### config.mk
export PLATFORM = sky130hd
export DESIGN_NAME = circular_deque_top
export DESIGN_NICKNAME = d
export VERILOG_FILES = /design/src/sv/cd_pkg.sv /design/src/sv/cd_ram.sv /design/src/sv/cd_ctrl.sv /design/src/sv/cd_dpath.sv /design/src/sv/circular_deque_top.sv
export SDC_FILE = /design/constraint.sdc
export NUM_CORES = 1
export LEC_CHECK = 0
export ABC_AREA = 1
export BUFFER_PORTS_ARGS = -buffer_cell sky130_fd_sc_hd__buf_2
export CAP_MARGIN = 10
export CORE_ASPECT_RATIO = 1.4
export CORE_MARGIN = 2
export CORE_UTILIZATION = 53
export CTS_CLUSTER_DIAMETER = 150
export DETAILED_ROUTE_END_ITERATION = 12
export PLACE_DENSITY = 0.79
export SLEW_MARGIN = 25
export SYNTH_ARGS = -nofsm -noshare
export SYNTH_HDL_FRONTEND = slang
export SYNTH_HIERARCHICAL = 1
export SYNTH_SLANG_ARGS = --single-unit
### constraint.sdc
create_clock -name clk -period 6.1 [get_ports clk]
set_clock_uncertainty 0.1 [all_clocks]
set_input_delay 1.22 -clock clk [delete_from_list [all_inputs] [get_ports clk]]
set_output_delay 1.22 -clock clk [all_outputs]
set_load 0.005 [all_outputs]
### src/sv/cd_pkg.sv
package cd_pkg;

  localparam int DEPTH_DEF      = 16;
  localparam int DATA_WIDTH_DEF = 32;

  // capacity register
  localparam int             CAP_W     = 5;
  localparam logic [CAP_W-1:0] CAP_RESET = 5'd16;

  // register index of capacity in the configuration map
  localparam logic REG_CAPACITY = 1'b0;

  typedef enum logic [2:0] {
    OP_PUSH_FRONT = 3'd0,
    OP_PUSH_REAR  = 3'd1,
    OP_POP_FRONT  = 3'd2,
    OP_POP_REAR   = 3'd3,
    OP_PEEK_FRONT = 3'd4,
    OP_PEEK_REAR  = 3'd5
  } op_t;

  typedef enum logic [1:0] {
    ST_IDLE,
    ST_EXEC,
    ST_RDWAIT
  } state_t;

  typedef struct packed {
    logic load;
    logic exec;
    logic capture;
  } cd_cmd_t;

  typedef struct packed {
    logic peek_hit;
  } cd_sts_t;

endpackage

### src/sv/cd_ram.sv
module cd_ram import cd_pkg::*; #(
  parameter int WIDTH = DATA_WIDTH_DEF,
  parameter int DEPTH = DEPTH_DEF,
  localparam int AW = (DEPTH > 1) ? $clog2(DEPTH) : 1
) (
  input  logic             clk,
  input  logic             we,
  input  logic [AW-1:0]    waddr,
  input  logic [WIDTH-1:0] wdata,
  input  logic             re,
  input  logic [AW-1:0]    raddr,
  output logic [WIDTH-1:0] rdata
);

  logic [WIDTH-1:0] mem [DEPTH];
  logic [WIDTH-1:0] rdata_r;

  always_ff @(posedge clk) begin
    if (we) begin
      mem[waddr] <= wdata;
    end
    if (re) begin
      rdata_r <= mem[raddr];
    end
  end

  assign rdata = rdata_r;

endmodule

### src/sv/cd_ctrl.sv
module cd_ctrl import cd_pkg::*; (
  input  logic    clk,
  input  logic    rst_n,
  input  logic    start,
  input  cd_sts_t sts,
  output cd_cmd_t cmd,
  output logic    busy
);

  state_t state_r, state_nxt;

  always_ff @(posedge clk) begin
    if (!rst_n) begin
      state_r <= ST_IDLE;
    end else begin
      state_r <= state_nxt;
    end
  end

  always_comb begin
    state_nxt   = state_r;
    cmd         = '0;
    busy        = 1'b1;
    unique case (state_r)
      ST_IDLE: begin
        busy = 1'b0;
        if (start) begin
          cmd.load  = 1'b1;
          state_nxt = ST_EXEC;
        end
      end
      ST_EXEC: begin
        cmd.exec  = 1'b1;
        // a successful peek waits in ST_RDWAIT for the registered ring read
        state_nxt = sts.peek_hit ? ST_RDWAIT : ST_IDLE;
      end
      ST_RDWAIT: begin
        cmd.capture = 1'b1;
        state_nxt   = ST_IDLE;
      end
      default: begin
        state_nxt = ST_IDLE;
      end
    endcase
  end

endmodule

### src/sv/cd_dpath.sv
module cd_dpath import cd_pkg::*; #(
  parameter int DEPTH      = DEPTH_DEF,
  parameter int DATA_WIDTH = DATA_WIDTH_DEF
) (
  input  logic              clk,
  input  logic              rst_n,
  input  cd_cmd_t           cmd,
  output cd_sts_t           sts,
  input  logic [CAP_W-1:0]  capacity,
  input  logic [2:0]        in_operation,
  input  logic signed [31:0] in_value,
  output logic              out_strobe,
  output logic              out_ok,
  output logic signed [31:0] out_data,
  output logic              out_is_empty,
  output logic              out_is_full
);

  localparam int IDX_W = (DEPTH > 1) ? $clog2(DEPTH) : 1;
  localparam int CMP_W = ((IDX_W > CAP_W) ? IDX_W : CAP_W) + 1;

  op_t                     op_r;
  logic [31:0]             value_r;
  logic [IDX_W-1:0]        front_r, front_nxt;
  logic [IDX_W-1:0]        rear_r, rear_nxt;
  logic                    empty_r, empty_nxt;
  logic                    strobe_r;
  logic                    ok_r;
  logic [31:0]             data_r;
  logic                    is_empty_r;
  logic                    is_full_r;

  logic [CAP_W-1:0]        cap_eff;
  logic                    full_now, full_after;
  logic                    ok;
  logic                    peek_hit;
  logic                    we, re;
  logic [IDX_W-1:0]        waddr, raddr;
  logic [DATA_WIDTH-1:0]   wdata;
  logic [DATA_WIDTH-1:0]   rdata;
  logic signed [DATA_WIDTH-1:0] rdata_s;
  logic signed [63:0]      rdata_ext;

  function automatic logic [IDX_W-1:0] idx_next(input logic [IDX_W-1:0] i,
                                                 input logic [CAP_W-1:0] cap);
    logic [CMP_W-1:0] inc;
    inc = CMP_W'(i) + CMP_W'(1);
    return (inc >= CMP_W'(cap)) ? '0 : IDX_W'(inc);
  endfunction

  function automatic logic [IDX_W-1:0] idx_prev(input logic [IDX_W-1:0] i,
                                                 input logic [CAP_W-1:0] cap);
    logic [CAP_W-1:0] top;
    top = cap - CAP_W'(1);
    if (i == '0 || CMP_W'(i) > CMP_W'(cap)) begin
      return IDX_W'(top);
    end
    return i - IDX_W'(1);
  endfunction

  // clamp capacity to 1..DEPTH
  always_comb begin
    if (capacity == '0) begin
      cap_eff = CAP_W'(1);
    end else if (32'(capacity) > 32'(DEPTH)) begin
      cap_eff = CAP_W'(DEPTH);
    end else begin
      cap_eff = capacity;
    end
  end

  always_comb begin
    full_now  = !empty_r && (idx_next(rear_r, cap_eff) == front_r);
    front_nxt = front_r;
    rear_nxt  = rear_r;
    empty_nxt = empty_r;
    ok        = 1'b0;
    peek_hit  = 1'b0;
    we        = 1'b0;
    re        = 1'b0;
    waddr     = '0;
    raddr     = front_r;
    unique case (op_r) inside
      OP_PUSH_FRONT, OP_PUSH_REAR: begin
        if (!full_now) begin
          ok = 1'b1;
          we = 1'b1;
          if (empty_r) begin
            front_nxt = '0;
            rear_nxt  = '0;
            empty_nxt = 1'b0;
            waddr     = '0;
          end else if (op_r == OP_PUSH_FRONT) begin
            front_nxt = idx_prev(front_r, cap_eff);
            waddr     = front_nxt;
          end else begin
            rear_nxt = idx_next(rear_r, cap_eff);
            waddr    = rear_nxt;
          end
        end
      end
      OP_POP_FRONT, OP_POP_REAR: begin
        if (!empty_r) begin
          ok = 1'b1;
          if (front_r == rear_r) begin
            front_nxt = '0;
            rear_nxt  = '0;
            empty_nxt = 1'b1;
          end else if (op_r == OP_POP_FRONT) begin
            front_nxt = idx_next(front_r, cap_eff);
          end else begin
            rear_nxt = idx_prev(rear_r, cap_eff);
          end
        end
      end
      OP_PEEK_FRONT, OP_PEEK_REAR: begin
        if (!empty_r) begin
          ok       = 1'b1;
          peek_hit = 1'b1;
          re       = 1'b1;
          raddr    = (op_r == OP_PEEK_FRONT) ? front_r : rear_r;
        end
      end
      default: begin
      end
    endcase
    full_after = !empty_nxt && (idx_next(rear_nxt, cap_eff) == front_nxt);
  end

  assign sts.peek_hit = peek_hit;
  assign wdata        = DATA_WIDTH'({32'b0, value_r});
  assign rdata_s      = rdata;
  assign rdata_ext    = rdata_s;

  cd_ram #(
    .WIDTH (DATA_WIDTH),
    .DEPTH (DEPTH)
  ) u_ram (
    .clk   (clk),
    .we    (we && cmd.exec),
    .waddr (waddr),
    .wdata (wdata),
    .re    (re && cmd.exec),
    .raddr (raddr),
    .rdata (rdata)
  );

  // latch the request word
  always_ff @(posedge clk) begin
    if (cmd.load) begin
      op_r    <= op_t'(in_operation);
      value_r <= in_value;
    end
  end

  always_ff @(posedge clk) begin
    if (!rst_n) begin
      front_r  <= '0;
      rear_r   <= '0;
      empty_r  <= 1'b1;
      strobe_r <= 1'b0;
    end else begin
      strobe_r <= 1'b0;
      if (cmd.exec) begin
        front_r  <= front_nxt;
        rear_r   <= rear_nxt;
        empty_r  <= empty_nxt;
        strobe_r <= !peek_hit;
      end
      if (cmd.capture) begin
        strobe_r <= 1'b1;
      end
    end
  end

  always_ff @(posedge clk) begin
    if (cmd.exec) begin
      ok_r       <= ok;
      data_r     <= '1;
      is_empty_r <= empty_nxt;
      is_full_r  <= full_after;
    end
    if (cmd.capture) begin
      data_r <= rdata_ext[31:0];
    end
  end

  assign out_strobe   = strobe_r;
  assign out_ok       = ok_r;
  assign out_data     = data_r;
  assign out_is_empty = is_empty_r;
  assign out_is_full  = is_full_r;

endmodule

### src/sv/circular_deque_top.sv
// Push, pop and undefined codes: out_strobe is set as ST_EXEC ends; a peek first
// passes through ST_RDWAIT for the registered read of the ring memory.
// A request is taken only in ST_IDLE, so a new one waits until the last is through;
// busy is high from the accepting edge until the result is presented.
// Reset (rst_n low, synchronous): deque empty, indices zero, capacity 16;
// ring contents are not cleared. The receiver cannot stall the result.
module circular_deque_top import cd_pkg::*; #(
  parameter int DEPTH      = DEPTH_DEF,
  parameter int DATA_WIDTH = DATA_WIDTH_DEF
) (
  input  logic               clk,
  input  logic               rst_n,
  input  logic               start,
  output logic               busy,
  input  logic [2:0]         in_operation,
  input  logic signed [31:0] in_value,
  output logic               out_strobe,
  output logic               out_ok,
  output logic signed [31:0] out_data,
  output logic               out_is_empty,
  output logic               out_is_full,
  input  logic               cfg_psel,
  input  logic               cfg_penable,
  input  logic               cfg_pwrite,
  input  logic [2:0]         cfg_paddr,
  input  logic [31:0]        cfg_pwdata,
  output logic [31:0]        cfg_prdata,
  output logic               cfg_pready
);

  cd_cmd_t          cmd;
  cd_sts_t          sts;
  logic [CAP_W-1:0] capacity_r;
  logic             cfg_wr;

  assign cfg_pready = 1'b1;
  assign cfg_wr     = cfg_psel && cfg_penable && cfg_pwrite && cfg_pready
                      && (cfg_paddr[2] == REG_CAPACITY);

  always_ff @(posedge clk) begin
    if (!rst_n) begin
      capacity_r <= CAP_RESET;
    end else if (cfg_wr) begin
      capacity_r <= cfg_pwdata[CAP_W-1:0];
    end
  end

  assign cfg_prdata = (cfg_paddr[2] == REG_CAPACITY) ? 32'(capacity_r) : '0;

  cd_ctrl u_ctrl (
    .clk   (clk),
    .rst_n (rst_n),
    .start (start),
    .sts   (sts),
    .cmd   (cmd),
    .busy  (busy)
  );

  cd_dpath #(
    .DEPTH      (DEPTH),
    .DATA_WIDTH (DATA_WIDTH)
  ) u_dpath (
    .clk          (clk),
    .rst_n        (rst_n),
    .cmd          (cmd),
    .sts          (sts),
    .capacity     (capacity_r),
    .in_operation (in_operation),
    .in_value     (in_value),
    .out_strobe   (out_strobe),
    .out_ok       (out_ok),
    .out_data     (out_data),
    .out_is_empty (out_is_empty),
    .out_is_full  (out_is_full)
  );

`ifndef SYNTHESIS
  a_empty_not_full: assert property (@(posedge clk) disable iff (!rst_n)
    out_strobe |-> !(out_is_empty && out_is_full))
    else $error("result flags both empty and full");

  a_accept_busy: assert property (@(posedge clk) disable iff (!rst_n)
    (start && !busy) |=> busy)
    else $error("busy not raised after accepting a word");

  a_strobe_after_busy: assert property (@(posedge clk) disable iff (!rst_n)
    out_strobe |-> $past(busy))
    else $error("result strobe without a request in progress");

  a_fail_peek_data: assert property (@(posedge clk) disable iff (!rst_n)
    (out_strobe && !out_ok) |-> (out_data == '1))
    else $error("failed request returned data other than -1");
`endif

endmodule
==> flow_summary.yaml <==
clock_network:
  clockBufferDepth: 3
  cts_tree: "yes"
  htree_levels: 2
  cts_root_buffer: "clkbuf_16"
  cts-buffers-inserted: 55
  clk_latency_ns: 0.61
  cts_resized: 0
  clkSlewWorstSetupHoldPaths_ns: 0.07
  post-cts-setup-buffers: 0
  clock-sinks: 631
  ctsHoldBuffers: 0
die:
  rows: 100
  die-area_um2: 55210
  ios: 146
  die_y_um: 277.2
  die_x_um: 199.2
  core_area_um2: 52930
  start_util: 0.5339
power:
  peakVddDrop_v: 0.0002045
  power_density_nw_per_um2: 286.1
  leakage_nw: 12.78
  p_sw_frac: 0.2306
  intPower_w: 0.006821
  pwr-share-comb: 0.072
  power_w: 0.008866
  p_switching_w: 0.002045
  pwr-share-seq: 0.549
  p_clk_frac: 0.379
run:
  drv_cap: 0
synthesis:
  synth-seq-cells: 631
  syn-mean-instance-area_um2: 10.51
  yosys.cell_types.count: 47
  yosysWarnings: 6
  async_flop_share: 0
  synth_area_leader_cell: "edfxtp_1"
  synth_edf_count: 614
  yosys-top-cells-count: "768 x nand2_1, 614 x edfxtp_1, 451 x inv_1"
  yosysMostFrequentCell: "nand2_1"
  ys_seq_area_frac: 0.6645
  synth_area_um2: 28260
  synthFlopType: "edfxtp_1"
  synthCells: 2689
  synth.area.top_cells: "edfxtp_1 65%, nand2_1 10%, nand3_1 7.3%, inv_1 6.0%, ha_1 1.2%"
  yosysTopAreaCellShare: 0.6524
cells_and_area:
  final_net_count: 2856
  drive_gt1_frac: 0.1103
  syn2layout_area_growth_pct: 9.661
  antenna_cells: 0
  nFillCells: 4064
critical_path:
  cp_max_fo: 14
  slowest_stage: "dfxtp_1"
  crit_type: "reg -> reg"
  critical-path-max-stage-delay_ns: 0.61
  cpMostUsedCell: "nand2_1"
  end_kind: "flip-flop"
  worst_ep_arrival_time_ns: 5.54
  required_ns: 6.37
  start_kind: "flip-flop"
global_route:
  grt_pass1_vias: 19200
  grt_pass1_wl_um: 105100
  gr-usage-all-layers: 0.2506
  grt-ovfl-total: 0
  grt_max_degree: 257
  antenna_found_initial: 1
sta:
  finalCritPeriodShare: 0.8646
  drv_slew: 0
  finalSetupTns_ns: 0
  slew_headroom: 0.3207
  setup_violations: 0
  tightestPinTransition_ns: 1.019
  post-route-min-period_ns: 5.274
  hold_violations: 0
  fmax_ghz: 0.1896
  rsz0062_at_grt: "false"
worst_hold_path:
  hp-class: "reg -> reg"
routing:
  dr.pass1.iters: 6
  drc: 0
  antenna_left: 0
  wl_um: 68730
  routed_via_density: 5.464
  vias: 19160
  drtIter0Drc: 2092
  wl_per_cell_um: 19.60
place:
  routabilityCongestion: 0.9050
  dp_hpwl_um: 39120
  port_buffers: 88
status:
  status: "complete, no violations"
[worst max-delay path: cells and delay by family (launching register included)]
family,cells,cell delay (ns)
AO/OA/AOI/OAI,6,0.89
adder cells (fa/ha/maj),4,1.14
flip-flops,1,0.61
buffers and inverters,4,0.36
XOR/XNOR,1,0.39
AND/OR/NAND/NOR,16,1.52
[final timing paths]
kind                                   endpoint  cells past startpoint  slack (ns)                         startpoint
max               u_dpath/out_is_full$_DFFE_PP_                     31        0.83     u_dpath/rear_r[1]$_SDFFE_PN0P_
min          u_dpath/out_data[16]$_SDFFCE_PN1P_                      1        0.40  u_dpath/u_ram/rdata[16]$_DFFE_PP_
max reg2reg       u_dpath/out_is_full$_DFFE_PP_                     31        0.83     u_dpath/rear_r[1]$_SDFFE_PN0P_
min reg2reg  u_dpath/out_data[16]$_SDFFCE_PN1P_                      1        0.40  u_dpath/u_ram/rdata[16]$_DFFE_PP_
[layout by cell type (no fill, tap or decap), types with 11 or more instances in the layout]
cell type,n
nand4_1,11
nand2_2,11
nand2_1,767
edfxtp_1,614
ha_1,28
buf_2,88
clkbuf_16,57
or2_2,32
nand3_1,412
clkinv_1,13
buf_4,33
a21oi_1,35
dfxtp_1,17
o21ai_0,36
nor2_4,20
nor2_1,35
conb_1,28
inv_1,449
[power by group through the flow]
stage / clock network [W] / logic (W) / registers [W]
global placement: 0 / 0.000611 / 0.00495
CTS: 0.00341 / 0.000633 / 0.00487
floorplan: 0 / 0.000485 / 0.00493
global route: 0.00357 / 0.000707 / 0.00487
detailed placement: 0 / 0.000627 / 0.00496
finish: 0.00336 / 0.000639 / 0.00487
[sequential cells by signal, indices dropped and copies added, names as in the netlist]
| register | flops |
|---|---|
| u_dpath/out_is_full | 1 |
| u_dpath/op_r | 3 |
| u_dpath/out_is_empty | 1 |
| u_dpath/u_ram/rdata | 32 |
| capacity_r | 5 |
| u_dpath/rear_r | 4 |
| u_ctrl/state_r | 2 |
| u_dpath/out_strobe | 1 |
| u_dpath/u_ram/mem | 512 |
| u_dpath/out_ok | 1 |
| u_dpath/value_r | 32 |
| u_dpath/front_r | 4 |
| u_dpath/empty_r | 1 |
| u_dpath/out_data | 32 |
[cell families (layout without fill, tap and decap cells)]
group,count (synthesis),in the layout,synth area share
simple gates,1309,1309,0.2011
compound gates,98,98,0.02032
xor+xnor,11,11,0.003675
other cells,2,28,0.0002658
buf+inv,610,688,0.09776
fa+ha+maj,28,28,0.01240
flops,631,631,0.6645
[layout make-up]
class                   count  area [µm²]  share of cell area
well taps                 714       893.4             0.02883
repair buffers            130       875.8             0.02826
multi-input cells        1474        6997              0.2258
flip-flops and latches    631       18780              0.6059
clock buffers              66        1460             0.04712
clock inverters            32       249.0            0.008035
inverters                 460        1737             0.05604
[metrics by stage]
step | std cells | utilization | hold slack [ns] | area [µm²] | setup WS [ns]
after floorplan | 2715 | - | 0.3687 | 28360 | 1.527
after global placement | 3408 | 0.5526 | 0.3816 | 29250 | 0.8742
after detailed placement | 3408 | 0.5527 | 0.3879 | 29250 | 0.8868
after CTS | 3506 | 0.5850 | 0.4056 | 30960 | 0.8507
after global routing | 3507 | 0.5855 | 0.4245 | 30990 | 0.3506
final | 3507 | 0.5855 | 0.4042 | 30990 | 0.8261
[metal layers]
metal / global-route usage / vias up / part of all wire
met5: 0 / - / 0.00019
met4: 0.1228 / 2 / 0.048
met3: 0.03727 / 233 / 0.083
met2: 0.4404 / 957 / 0.52
met1: 0.2985 / 9135 / 0.35
li1: - / 8837 / -
Note: power is estimated with default switching activity, not from simulation.
